--- config.mk ---
export PLATFORM = sky130hd
export DESIGN_NAME = color_bar_pattern_gen
export DESIGN_NICKNAME = d
export VERILOG_FILES = /design/src/rtl/cbp_pkg.sv /design/src/rtl/color_bar_pattern_gen.sv /design/src/rtl/cbp_edges.sv /design/src/rtl/cbp_pixel_pipe.sv
export VERILOG_INCLUDE_DIRS = /design/src /design/src/rtl
export SDC_FILE = /design/constraint.sdc
export NUM_CORES = 1
export LEC_CHECK = 0
export BUFFER_PORTS_ARGS = -buffer_cell sky130_fd_sc_hd__buf_2
export CORE_ASPECT_RATIO = 1.25
export CORE_MARGIN = 2
export CORE_UTILIZATION = 34
export CTS_CLUSTER_SIZE = 40
export DETAILED_ROUTE_END_ITERATION = 10
export HOLD_SLACK_MARGIN = 0.05
export SYNTH_ARGS = -nofsm -noshare
export SYNTH_HDL_FRONTEND = slang
export SYNTH_SLANG_ARGS = --single-unit
--- constraint.sdc ---
create_clock -name clk_i -period 10.4 [get_ports clk_i]
set_input_delay 0.52 -clock clk_i [delete_from_list [all_inputs] [get_ports clk_i]]
set_output_delay 0.52 -clock clk_i [all_outputs]
set_load 0.01 [all_outputs]
--- src/rtl/color_bar_pattern_gen_assert.svh ---
// assertion macros used by the pixel pipeline of the color bar pattern generator
`ifndef COLOR_BAR_PATTERN_GEN_ASSERT_SVH
`define COLOR_BAR_PATTERN_GEN_ASSERT_SVH

// checked on clk_i, quiet while rst_ni is low
`define CBP_ASSERT(lbl, prop, msg) \
  lbl: assert property (@(posedge clk_i) disable iff (!rst_ni) (prop)) else $error(msg);

// checked on clk_i, also while in reset
`define CBP_ASSERT_RST(lbl, prop, msg) \
  lbl: assert property (@(posedge clk_i) (prop)) else $error(msg);

`endif

--- src/rtl/cbp_pkg.sv ---
// types, constants and color tables of the color bar pattern generator
package cbp_pkg;

  localparam int unsigned SizeW = 10;
  localparam int unsigned CfgIdxW = 2;

  localparam logic [SizeW-1:0] MIN_SIZE = 10'd10;
  localparam logic [SizeW-1:0] RESET_WIDTH = 10'd352;
  localparam logic [SizeW-1:0] RESET_HEIGHT = 10'd288;
  localparam logic [SizeW-1:0] EVEN_MASK = 10'h3FE;

  localparam logic [CfgIdxW-1:0] REG_FRAME_WIDTH = 2'd0;
  localparam logic [CfgIdxW-1:0] REG_FRAME_HEIGHT = 2'd1;

  localparam logic [1:0] PLANE_Y = 2'd0;
  localparam logic [1:0] PLANE_CB = 2'd1;
  localparam logic [1:0] PLANE_CR = 2'd2;
  localparam logic [1:0] PLANE_NONE = 2'd3;

  typedef enum logic [3:0] {
    COL_GREY,
    COL_YELLOW,
    COL_CYAN,
    COL_GREEN,
    COL_MAGENTA,
    COL_RED,
    COL_BLUE,
    COL_BLACK,
    COL_I,
    COL_WHITE,
    COL_Q,
    COL_SUPER_BLACK,
    COL_DARK_GREY
  } color_e;

  typedef struct packed {
    logic [7:0] y;
    logic [7:0] cb;
    logic [7:0] cr;
  } ycc_t;

  typedef struct packed {
    logic [SizeW-1:0] w;
    logic [SizeW-1:0] h;
  } frame_t;

  // bar[i] is the start of top bar i+1, bot[i] of bottom bar i+1,
  // pluge[i] of pluge bar i+1
  typedef struct packed {
    logic [5:0][SizeW-1:0] bar;
    logic [2:0][SizeW-1:0] bot;
    logic [1:0][SizeW-1:0] pluge;
    logic [SizeW-1:0]      row0;
    logic [SizeW-1:0]      row1;
  } edges_t;

  // exact floor(n/7) for n < 7168
  function automatic logic [SizeW-1:0] div7(logic [12:0] n);
    logic [26:0] p;
    p = 27'(n) * 27'(9363);
    return p[25:16];
  endfunction

  // exact floor(n/21) for n < 13107
  function automatic logic [SizeW-1:0] div21(logic [11:0] n);
    logic [25:0] p;
    p = 26'(n) * 26'(3121);
    return p[25:16];
  endfunction

  // exact floor(n/100) for n < 102400
  function automatic logic [SizeW-1:0] div100(logic [16:0] n);
    logic [34:0] p;
    p = 35'(n) * 35'(167773);
    return p[33:24];
  endfunction

  function automatic color_e top_color(logic [2:0] k);
    color_e c;
    case (k)
      3'd0:    c = COL_GREY;
      3'd1:    c = COL_YELLOW;
      3'd2:    c = COL_CYAN;
      3'd3:    c = COL_GREEN;
      3'd4:    c = COL_MAGENTA;
      3'd5:    c = COL_RED;
      default: c = COL_BLUE;
    endcase
    return c;
  endfunction

  function automatic color_e mid_color(logic [2:0] k);
    color_e c;
    case (k)
      3'd0:    c = COL_BLUE;
      3'd2:    c = COL_MAGENTA;
      3'd4:    c = COL_CYAN;
      3'd6:    c = COL_GREY;
      3'd7:    c = COL_GREY;
      default: c = COL_BLACK;
    endcase
    return c;
  endfunction

  function automatic color_e low_color(logic [1:0] k);
    color_e c;
    case (k)
      2'd0:    c = COL_I;
      2'd1:    c = COL_WHITE;
      2'd2:    c = COL_Q;
      default: c = COL_BLACK;
    endcase
    return c;
  endfunction

  function automatic color_e pluge_color(logic [1:0] k);
    color_e c;
    case (k)
      2'd0:    c = COL_SUPER_BLACK;
      2'd1:    c = COL_BLACK;
      default: c = COL_DARK_GREY;
    endcase
    return c;
  endfunction

  // bt.601 values of the bar colors, truncated
  function automatic ycc_t color_ycc(color_e c);
    ycc_t v;
    case (c)
      COL_GREY:        v = '{8'd191, 8'd128, 8'd128};
      COL_YELLOW:      v = '{8'd210, 8'd16,  8'd146};
      COL_CYAN:        v = '{8'd169, 8'd165, 8'd16};
      COL_GREEN:       v = '{8'd144, 8'd53,  8'd34};
      COL_MAGENTA:     v = '{8'd106, 8'd202, 8'd221};
      COL_RED:         v = '{8'd81,  8'd90,  8'd239};
      COL_BLUE:        v = '{8'd40,  8'd239, 8'd109};
      COL_BLACK:       v = '{8'd32,  8'd128, 8'd128};
      COL_I:           v = '{8'd58,  8'd147, 8'd102};
      COL_WHITE:       v = '{8'd235, 8'd128, 8'd128};
      COL_Q:           v = '{8'd43,  8'd174, 8'd144};
      COL_SUPER_BLACK: v = '{8'd16,  8'd128, 8'd128};
      COL_DARK_GREY:   v = '{8'd48,  8'd128, 8'd128};
      default:         v = '{8'd32,  8'd128, 8'd128};
    endcase
    return v;
  endfunction

endpackage

--- src/rtl/color_bar_pattern_gen.sv ---
// top level of the planar ycbcr 4:2:0 color bar pattern generator
//
// channel   direction  handshake                 payload
// in        input      in_valid_i / in_stall_o   plane_i, column_i, line_i
// out       output     out_valid_o / out_stall_i pixel_value_o
// cfg       input      cfg_we_i                  cfg_idx_i, cfg_wdata_i
//
// one transfer per cycle while in_stall_o is low; each result passes through the
// input, bounds, bar select and color lookup registers of the pipeline
// edges follow size writes and reset via their register stages, ahead of items using them
// reset gives a 352 x 288 frame and an empty pipeline
// out_stall_i holds the output register; in_stall_o rises only when all four stages are full
module color_bar_pattern_gen #(
  parameter int unsigned MAX_WIDTH  = 1000,
  parameter int unsigned MAX_HEIGHT = 800
) (
  input  logic                        clk_i,
  input  logic                        rst_ni,
  input  logic                        cfg_we_i,
  input  logic [cbp_pkg::CfgIdxW-1:0] cfg_idx_i,
  input  logic [cbp_pkg::SizeW-1:0]   cfg_wdata_i,
  input  logic                        in_valid_i,
  output logic                        in_stall_o,
  input  logic [1:0]                  plane_i,
  input  logic [cbp_pkg::SizeW-1:0]   column_i,
  input  logic [cbp_pkg::SizeW-1:0]   line_i,
  output logic                        out_valid_o,
  input  logic                        out_stall_i,
  output logic [7:0]                  pixel_value_o
);
  import cbp_pkg::*;

  frame_t frame_d, frame_q;
  edges_t edges;
  logic [SizeW-1:0] w_clamped, h_clamped;

  // odd sizes are kept as written
  always_comb begin
    if (cfg_wdata_i < MIN_SIZE) begin
      w_clamped = MIN_SIZE;
    end else if (32'(cfg_wdata_i) > MAX_WIDTH) begin
      w_clamped = SizeW'(MAX_WIDTH);
    end else begin
      w_clamped = cfg_wdata_i;
    end
    if (cfg_wdata_i < MIN_SIZE) begin
      h_clamped = MIN_SIZE;
    end else if (32'(cfg_wdata_i) > MAX_HEIGHT) begin
      h_clamped = SizeW'(MAX_HEIGHT);
    end else begin
      h_clamped = cfg_wdata_i;
    end

    frame_d = frame_q;
    if (cfg_we_i) begin
      unique case (cfg_idx_i)
        REG_FRAME_WIDTH:  frame_d.w = w_clamped;
        REG_FRAME_HEIGHT: frame_d.h = h_clamped;
        default:          frame_d = frame_q;
      endcase
    end
  end

  always_ff @(posedge clk_i or negedge rst_ni) begin
    if (!rst_ni) begin
      frame_q.w <= RESET_WIDTH;
      frame_q.h <= RESET_HEIGHT;
    end else begin
      frame_q <= frame_d;
    end
  end

  // edges are fed from the next size so they lead the pixel pipeline
  cbp_edges u_edges (
    .clk_i   (clk_i),
    .frame_i (frame_d),
    .edges_o (edges)
  );

  cbp_pixel_pipe u_pipe (
    .clk_i         (clk_i),
    .rst_ni        (rst_ni),
    .in_valid_i    (in_valid_i),
    .in_stall_o    (in_stall_o),
    .plane_i       (plane_i),
    .column_i      (column_i),
    .line_i        (line_i),
    .frame_i       (frame_q),
    .edges_i       (edges),
    .out_valid_o   (out_valid_o),
    .out_stall_i   (out_stall_i),
    .pixel_value_o (pixel_value_o)
  );

endmodule

--- src/rtl/cbp_edges.sv ---
// bar, bottom and row edge computation from the frame size
module cbp_edges (
  input  logic            clk_i,
  input  cbp_pkg::frame_t frame_i,
  output cbp_pkg::edges_t edges_o
);
  import cbp_pkg::*;

  // first stage: products with reciprocals
  logic [5:0][SizeW-1:0] bar_d, bar_q;
  logic [SizeW-1:0]      rowraw_d, rowraw_q;
  logic [SizeW-1:0]      h34_d, h34_q;
  logic [SizeW-1:0]      w21a_d, w21a_q;
  logic [SizeW-1:0]      w21b_d, w21b_q;

  // second stage: edges derived from first-stage edges
  logic [2:0][SizeW-1:0] bot_d, bot_q;
  logic [1:0][SizeW-1:0] pluge_d, pluge_q;
  logic [SizeW-1:0]      row0_d, row0_q;
  logic [SizeW-1:0]      row1_d, row1_q;
  logic [11:0]           h3;

  always_comb begin
    for (int i = 0; i < 6; i++) begin
      bar_d[i] = div7(13'(i + 1) * 13'(frame_i.w)) & EVEN_MASK;
    end
    rowraw_d = div100(17'(frame_i.h) * 17'(66));
    h3       = 12'(frame_i.h) * 12'(3);
    h34_d    = h3[11:2];
    w21a_d   = div21(12'(frame_i.w));
    w21b_d   = div21(12'({frame_i.w, 1'b0}));
  end

  always_comb begin
    for (int i = 0; i < 3; i++) begin
      bot_d[i] = 10'((12'(i + 1) * 12'(bar_q[4])) >> 2) & EVEN_MASK;
    end
    pluge_d[0] = 10'(11'(bar_q[3]) + 11'(w21a_q)) & EVEN_MASK;
    pluge_d[1] = 10'(11'(bar_q[3]) + 11'(w21b_q)) & EVEN_MASK;
    row0_d     = rowraw_q & EVEN_MASK;
    row1_d     = row0_d + ((h34_q - rowraw_q) & EVEN_MASK);
  end

  // derived data, recomputed every cycle from the incoming frame size
  always_ff @(posedge clk_i) begin
    bar_q    <= bar_d;
    rowraw_q <= rowraw_d;
    h34_q    <= h34_d;
    w21a_q   <= w21a_d;
    w21b_q   <= w21b_d;
    bot_q    <= bot_d;
    pluge_q  <= pluge_d;
    row0_q   <= row0_d;
    row1_q   <= row1_d;
  end

  assign edges_o.bar   = bar_q;
  assign edges_o.bot   = bot_q;
  assign edges_o.pluge = pluge_q;
  assign edges_o.row0  = row0_q;
  assign edges_o.row1  = row1_q;

endmodule

--- src/rtl/cbp_pixel_pipe.sv ---
// four-stage pixel pipeline: input, bounds, bar select, color lookup
module cbp_pixel_pipe (
  input  logic                     clk_i,
  input  logic                     rst_ni,
  input  logic                     in_valid_i,
  output logic                     in_stall_o,
  input  logic [1:0]               plane_i,
  input  logic [cbp_pkg::SizeW-1:0] column_i,
  input  logic [cbp_pkg::SizeW-1:0] line_i,
  input  cbp_pkg::frame_t          frame_i,
  input  cbp_pkg::edges_t          edges_i,
  output logic                     out_valid_o,
  input  logic                     out_stall_i,
  output logic [7:0]               pixel_value_o
);
  import cbp_pkg::*;

  `include "color_bar_pattern_gen_assert.svh"

  logic v1_q, v2_q, v3_q, out_v_q;
  logic adv1, adv2, adv3, adv_out;

  logic [1:0]       s1_plane_q;
  logic [SizeW-1:0] s1_col_q, s1_line_q;

  logic [1:0]       s2_plane_d, s2_plane_q;
  logic [SizeW:0]   s2_x_d, s2_x_q, s2_y_d, s2_y_q;
  logic             s2_blank_d, s2_blank_q;

  logic [1:0]       s3_plane_q;
  logic             s3_blank_q;
  color_e           s3_color_d, s3_color_q;
  logic [2:0]       k_bar;
  logic [1:0]       k_low, k_plg;

  ycc_t             ycc;
  logic [7:0]       pixel_d, pixel_q;

  // a stage loads when it is empty or its content moves on
  assign adv_out    = !out_v_q || !out_stall_i;
  assign adv3       = !v3_q || adv_out;
  assign adv2       = !v2_q || adv3;
  assign adv1       = !v1_q || adv2;
  assign in_stall_o = !adv1;

  // chroma positions map to the luma pixel at twice the coordinates
  always_comb begin
    s2_plane_d = s1_plane_q;
    if (s1_plane_q == PLANE_Y) begin
      s2_x_d = {1'b0, s1_col_q};
      s2_y_d = {1'b0, s1_line_q};
    end else begin
      s2_x_d = {s1_col_q, 1'b0};
      s2_y_d = {s1_line_q, 1'b0};
    end
    s2_blank_d = (s1_plane_q == PLANE_NONE) || (s2_x_d >= {1'b0, frame_i.w}) ||
                 (s2_y_d >= {1'b0, frame_i.h});
  end

  always_comb begin
    k_bar = '0;
    for (int i = 0; i < 6; i++) begin
      k_bar = k_bar + 3'(s2_x_q >= {1'b0, edges_i.bar[i]});
    end
    k_low = '0;
    for (int i = 0; i < 3; i++) begin
      k_low = k_low + 2'(s2_x_q >= {1'b0, edges_i.bot[i]});
    end
    k_plg = 2'(s2_x_q >= {1'b0, edges_i.pluge[0]}) + 2'(s2_x_q >= {1'b0, edges_i.pluge[1]});

    if (s2_y_q < {1'b0, edges_i.row0}) begin
      s3_color_d = top_color(k_bar);
    end else if (s2_y_q < {1'b0, edges_i.row1}) begin
      s3_color_d = mid_color(k_bar);
    end else if (s2_x_q >= {1'b0, edges_i.bar[4]}) begin
      s3_color_d = COL_BLACK;
    end else if (s2_x_q >= {1'b0, edges_i.bar[3]}) begin
      s3_color_d = pluge_color(k_plg);
    end else begin
      s3_color_d = low_color(k_low);
    end
  end

  always_comb begin
    ycc = color_ycc(s3_color_q);
    case (s3_plane_q)
      PLANE_Y:  pixel_d = ycc.y;
      PLANE_CB: pixel_d = ycc.cb;
      PLANE_CR: pixel_d = ycc.cr;
      default:  pixel_d = '0;
    endcase
    if (s3_blank_q) begin
      pixel_d = '0;
    end
  end

  always_ff @(posedge clk_i or negedge rst_ni) begin
    if (!rst_ni) begin
      v1_q    <= 1'b0;
      v2_q    <= 1'b0;
      v3_q    <= 1'b0;
      out_v_q <= 1'b0;
    end else begin
      if (adv1) begin
        v1_q <= in_valid_i;
      end
      if (adv2) begin
        v2_q <= v1_q;
      end
      if (adv3) begin
        v3_q <= v2_q;
      end
      if (adv_out) begin
        out_v_q <= v3_q;
      end
    end
  end

  always_ff @(posedge clk_i) begin
    if (adv1) begin
      s1_plane_q <= plane_i;
      s1_col_q   <= column_i;
      s1_line_q  <= line_i;
    end
    if (adv2) begin
      s2_plane_q <= s2_plane_d;
      s2_x_q     <= s2_x_d;
      s2_y_q     <= s2_y_d;
      s2_blank_q <= s2_blank_d;
    end
    if (adv3) begin
      s3_plane_q <= s2_plane_q;
      s3_blank_q <= s2_blank_q;
      s3_color_q <= s3_color_d;
    end
    if (adv_out) begin
      pixel_q <= pixel_d;
    end
  end

  assign out_valid_o   = out_v_q;
  assign pixel_value_o = pixel_q;

  // occupancy bookkeeping for the checks
  logic [2:0] occ;
  logic       acc, dlv;
  assign occ = 3'(v1_q) + 3'(v2_q) + 3'(v3_q) + 3'(out_v_q);
  assign acc = in_valid_i && !in_stall_o;
  assign dlv = out_v_q && !out_stall_i;

  `CBP_ASSERT(a_stall_only_when_full, in_stall_o |-> (v1_q && v2_q && v3_q && out_v_q), "input stalled with a free stage")
  `CBP_ASSERT(a_items_conserved, $past(rst_ni) |-> (occ == 3'($past(occ) + 3'($past(acc)) - 3'($past(dlv)))), "transfer lost or duplicated in pipeline")
  `CBP_ASSERT_RST(a_reset_empty, !rst_ni |=> (!out_valid_o && !in_stall_o), "pipeline not empty in reset")

endmodule
==> results of run 1 <==
==> routing by layer <==
layer	global-route usage (%)	wire length [um]	vias up	share of wire (%)
met4	5.60	1690	0	3.2
met5	0	0	-	0
met1	18.0	22200	7679	42
met2	28.8	27100	194	52
met3	1.76	1240	75	2.4
li1	-	-	8049	-
==> layout by cell type (no fill, tap or decap), drive strengths merged, types with 6 or more instances in the layout <==
master	Yosys	final
ha	637	637
inv	514	523
fa	185	185
a21oi	109	109
dfxtp	107	107
a21o	87	87
xnor2	73	73
nor2	67	67
o21ai	66	66
buf	2	66
edfxtp	61	61
nand2	50	50
xor2	42	42
nor3	27	27
nand3	26	26
mux2	19	19
nor2b	19	19
dfrtp	19	19
o21bai	18	18
clkbuf	13	18
or2	17	17
nand2b	16	16
o21a	15	15
a211oi	14	14
and3	12	12
a31oi	10	10
nand4	9	9
mux2i	8	8
a31o	7	7
o211ai	7	7
a211o	7	7
a2111oi	7	7
nor4	6	6
==> synthesized netlist by cell type, drive strengths merged, types with 10 or more instances <==
master / instances / area, sq um
a31oi: 10 / 68.8
mux2: 19 / 214
nor3: 27 / 140
nor2b: 19 / 119
o21bai: 18 / 135
a211oi: 14 / 105
fa: 185 / 3700
nand3: 26 / 143
edfxtp: 61 / 1830
xnor2: 73 / 639
dfxtp: 107 / 2140
o21ai: 66 / 330
dfrtp: 19 / 475
nand2: 50 / 188
ha: 637 / 7970
and3: 12 / 81.3
nand2b: 16 / 100
or2: 17 / 106
inv: 514 / 1930
a21o: 87 / 653
o21a: 15 / 113
xor2: 42 / 368
a21oi: 109 / 561
clkbuf: 13 / 48.8
nor2: 67 / 251
==> stage by stage <==
step | hold WS, ps | instance area, sq um
4_1_cts | 80.1 | 25600
3_5_place_dp | 338 | 25000
3_3_place_gp | 358 | 25000
2_1_floorplan | 224 | 23600
6_report | 84.6 | 25600
5_1_grt | 106 | 25600
==> registers in the layout, indices dropped and copies added, names as in the netlist, 2 cells and up <==
| signal | cells |
|---|---|
| u_edges.h34_q | 10 |
| u_edges.rowraw_q | 10 |
| u_pipe.s3_plane_q | 2 |
| u_edges.row0_q | 9 |
| frame_q | 20 |
| u_pipe.s3_color_q | 4 |
| u_pipe.s1_plane_q | 2 |
| u_pipe.s2_x_q | 11 |
| u_edges.edges_o | 63 |
| u_pipe.pixel_value_o | 8 |
| u_pipe.s1_line_q | 10 |
| u_pipe.s1_col_q | 10 |
| u_edges.row1_q | 9 |
| u_pipe.s2_y_q | 10 |
| u_pipe.s2_plane_q | 2 |
| u_edges.w21b_q | 6 |
==> worst max path at each step <==
stage,start,end,slack (ps)
2_1_floorplan,cfg_idx_i[1],u_edges.rowraw_q[9]$_DFF_P_,1100
3_3_place_gp,cfg_wdata_i[8],u_edges.rowraw_q[9]$_DFF_P_,660
3_5_place_dp,cfg_wdata_i[8],u_edges.rowraw_q[9]$_DFF_P_,500
4_1_cts,cfg_wdata_i[8],u_edges.rowraw_q[9]$_DFF_P_,940
5_1_grt,cfg_wdata_i[8],u_edges.rowraw_q[9]$_DFF_P_,340
6_report,cfg_wdata_i[8],u_edges.rowraw_q[9]$_DFF_P_,850
==> critical path, delay by kind of cell <==
family / cells / cell delay (ps)
AOI/OAI and AO/OA: 8 / 2490
and+or+nand+nor: 8 / 1690
adders and majority gates: 12 / 4600
buffers and inverters: 6 / 580
==> cells by family after synthesis <==
family	Yosys count	share of synthesized area, %
AO/OA/AOI/OAI	391	11.2
XOR/XNOR	116	4.37
adder cells (fa/ha/maj)	823	49.6
buffers and inverters	529	8.43
flip-flops	192	19.4
multiplexers	27	1.25
AND/OR/NAND/NOR	265	5.70
==> area by class of cell <==
cell class	instances	share of cell area, %
flip-flops and latches	192	17.9
inverters	514	7.53
well taps	926	4.52
multi-input cells	1622	66.3
clock inverters	14	0.542
repair buffers	66	1.46
clock buffers	18	1.76
==> run metrics, run 1 <==
fin nets 3274; dpl ws 504 ps; clock skew 17.2 ps; vias 16000; Root Driver clkbuf_16; Multi-input gate area 17000 sq um; die height between 200 and 300 um; Mapped Cells ~2300; critical path type primary input to flip-flop; Worst R2R Start frame_q[2]$_DFF_PN0_; TritonCTS Buffers 17; Non-Filler Instances 3352; Clock Sinks 192; Initial Utilization 34.4%; final core utilization 37.5%; GPL Wtd Cong 0.908; CTS max path bufs 2; CP Data Arrival Time 9910 ps; drt drc 0; clock latency on the worst-skew pair 460 ps; crit share post-route slightly above 90%; outcome finished clean; Yosys Warn Count 0; cell count after placement around 3300; initial antenna violation count 0; Max Clk Rate 105 MHz; final worst slack 848 ps; Max-slew headroom between 20% and 30%; Avg Synthesized Cell Area 10.1 sq um; vias per cell 4.77; MaxCap Viol Count 0; fill count 6760; all-layer global routing usage 15.4%; CTS Hold Bufs 0; Diodes inserted 0; CP max FO 5; Reg clk slew, reported paths 70 ps; WL/cell 15.6 um; Slew Viols, Final 0; die footprint 71400 sq um; Worst EP required about 11000 ps; Die X-Extent 239 um; Initial DRC Count ~500; RSZ-0062 raised after global routing no; layout cells sized above 1 6.84%; Final Hold Fails 0; first-pass GRT wire length 87500 um; Distinct cells, synth 76; DR pass1 iterations 5; r2r setup slk 1310 ps; slowest stage delay, CP 570 ps; Yosys reg bits 192; Ports 49; slew of the pin with the lowest slew margin roughly 1200 ps; Main synth FF type dfxtp_1; r2r endpoint u_edges.rowraw_q[9]$_DFF_P_; vias in the first global route approximately 17000; row count 107; number of flops mapped to enable cells by yosys 61; Port Buffers 48; Post-CTS Setup Repair Bufs 0; area delta synth->final 8.81%; sequential fraction of the synthesis area 19.4%; Reg2Reg Depth 30; fraction of registers with async set/reset 12.5%; Synthesized Nets approximately 3200; CTS tree done; CP endpoint kind flip-flop; synthesized area 23600 sq um; largest net degree at the start of global routing 26; Final Critical Period 9550 ps; setup violators final 0; CP Launch Type primary input; TNS Setup 0 ps; DP HPWL 45500 um; total gr overflow 0; final wirelength 52300 um; Routed Antenna Nets 0; CTS HTree Levels 4; Resize count post-CTS 0; FF/Latch Area roughly 4600 sq um; Hold Crit Class primary input to async pin; core area ~68000 sq um; CP max stage cell a311oi_1
Power of run 1 is left out: the tool's default activity adds up to more than one toggle a clock period on the data nets, which glitch-free logic cannot reach.
==> inputs of run 2 (changes only) <==
--- a/config.mk
+++ b/config.mk
@@ -10,7 +10,6 @@
 export CORE_ASPECT_RATIO = 1.25
 export CORE_MARGIN = 2
 export CORE_UTILIZATION = 34
-export CTS_CLUSTER_SIZE = 40
 export DETAILED_ROUTE_END_ITERATION = 10
 export HOLD_SLACK_MARGIN = 0.05
 export SYNTH_ARGS = -nofsm -noshare
==> constraint.sdc (replaced) <==
create_clock -name clk_i -period 12.2 [get_ports clk_i]
set_input_delay 0.61 -clock clk_i [delete_from_list [all_inputs] [get_ports clk_i]]
set_output_delay 0.61 -clock clk_i [all_outputs]
set_load 0.01 [all_outputs]
==> run 2 against run 1 <==
Effect of this change: core utilization decreased by 0.057 points; critical path depth decreased by 6; die area unchanged; non-clock buffer count decreased by 6; final cell count decreased by 0.18%; clock-buffer cell count decreased by 1; hold slack improved by 72 ps; largest cell class unchanged; highest routed layer unchanged.
==> run metrics, run 2 (synthesized netlist as in run 1, its figures left out) <==
CP Data Arrival Time 10670 ps (+760 ps); max FFs per register 63 (unchanged); Largest delay share family, worst path adder cells; final core utilization 37.4% (-0.057 points); WL/cell 15.5 um (-0.43%); Final Critical Period 10310 ps; drt drc 0 (unchanged); WP buf/inv 4 (-2); Non-Filler Instances 3346 (-0.18%); setup violators final 0 (unchanged); RSZ-0062 raised after global routing no; CTS HTree Levels 4 (unchanged); critical path type primary input to flip-flop; area delta synth->final 8.64%; all-layer global routing usage 15.3% (-0.17 points); total gr overflow 0 (unchanged); CP Launch Type primary input; Hold Crit Class primary input to async pin; layout cells sized above 1 6.61% (-0.23 points); fin nets 3268 (-0.18%); final wirelength 52000 um (-0.61%); DP HPWL 44900 um (-1.2%); die height 298 um (unchanged); cell count after placement 3314 (-0.18%); slew of the pin with the lowest slew margin 1150 ps (-34.9 ps); Final Hold Fails 0 (unchanged); Resize count post-CTS 0 (unchanged); commonest cells after routing, fill and taps aside ha_1, inv_1, fa_1; GPL Wtd Cong 0.923 (+1.6%); TNS Setup 0 ps (unchanged); CTS Hold Bufs 0 (unchanged); vias per cell 4.77 (about the same); Post-CTS Setup Repair Bufs 0 (unchanged); clock skew 17.2 ps (+0.00610 ps); Initial Utilization 34.4% (unchanged); largest net degree at the start of global routing 26 (unchanged); Root Driver clkbuf_16; CP endpoint kind flip-flop; crit share post-route 84.5%; initial antenna violation count 0 (unchanged); clock latency on the worst-skew pair 460 ps (about the same); die footprint 71400 sq um (unchanged); Routed Antenna Nets 0 (unchanged); Fin Hold WS 157 ps (+72.0 ps); DR pass1 iterations 5 (unchanged); CP most frequent cell fa_1; Reg2Reg Depth 26 (-13%); Port Buffers 48 (unchanged); r2r setup slk 2810 ps (+1500 ps); CTS tree done; fill count 6737 (-0.34%); GR Util met2 28.2% (-0.57 points); GRT busiest layer met2; first-pass GRT wire length 86600 um (-0.95%); Crit path depth 28 (-18%); vias 16000 (-0.20%); Clock Sinks 192 (unchanged); Initial DRC Count 623 (+22%); commonest non-fill, non-tap cell in the layout ha_1; Ports 49 (unchanged); Max Clk Rate roughly 97 MHz; Die X-Extent 239 um (unchanged); CTS max path bufs 2 (unchanged); TritonCTS Buffers 17 (unchanged); CP max stage cell mux2i_1; vias in the first global route 17200 (-1.0%); Slew Viols, Final 0 (unchanged); row count 107 (unchanged); CP max FO 22 (+17); MaxCap Viol Count 0 (unchanged); met3 Track Usage GR 1.99% (+0.23 points); M1 GR Usage 18.1% (+0.092 points); slowest stage delay, CP 760 ps (+190 ps); Worst EP required 12560 ps (+1810 ps); core area 68400 sq um (unchanged); Max-slew headroom 23.4% (+2.4 points); Diodes inserted 0 (unchanged); Reg clk slew, reported paths 80 ps (about the same); outcome finished clean
## run 2: per-layer routing
layer	vias up	part of all wire, %
met5	-	0
met4	0	3.0
met3	67	2.5
met2	177	52
met1	7694	43
li1	8027	-
## run 2: layout make-up
| type | instances | area [sq um] | share of cell area [%] |
|---|---|---|---|
| clock buffer | 17 | 425 | 1.66 |
| timing repair buffer | 60 | 330 | 1.29 |
| tap | 926 | 1160 | 4.53 |
| sequential | 192 | 4580 | 17.9 |
| clock inverter | 15 | 170 | 0.665 |
| multi-input combinational | 1622 | 17000 | 66.4 |
| inverter | 514 | 1930 | 7.54 |
## run 2: final timing paths
| check | to | from |
|---|---|---|
| worst max register to register | u_edges.rowraw_q[9]$_DFF_P_ | frame_q[8]$_DFF_PN1_ |
| worst min-delay path | u_pipe.v3_q$_DFFE_PN0P_ | rst_ni |
| worst max-delay path | u_edges.rowraw_q[9]$_DFF_P_ | cfg_idx_i[1] |
| max in group asynchronous | frame_q[9]$_DFF_PN0_ | rst_ni |
| min in group clk_i | u_edges.row0_q[9]$_DFF_P_ | u_edges.rowraw_q[9]$_DFF_P_ |
| worst min register to register | u_edges.row0_q[9]$_DFF_P_ | u_edges.rowraw_q[9]$_DFF_P_ |
## run 2: metrics by stage
| stage | area [sq um] | worst slack (ps) |
|---|---|---|
| final | 25600 | 1890 |
| after CTS | 25600 | 1860 |
| after global placement | 25000 | 1600 |
| after global routing | 25600 | 1170 |
| after floorplan | 23600 | 2810 |
| after detailed placement | 25000 | 1460 |
Power of run 2 is left out for the same reason.
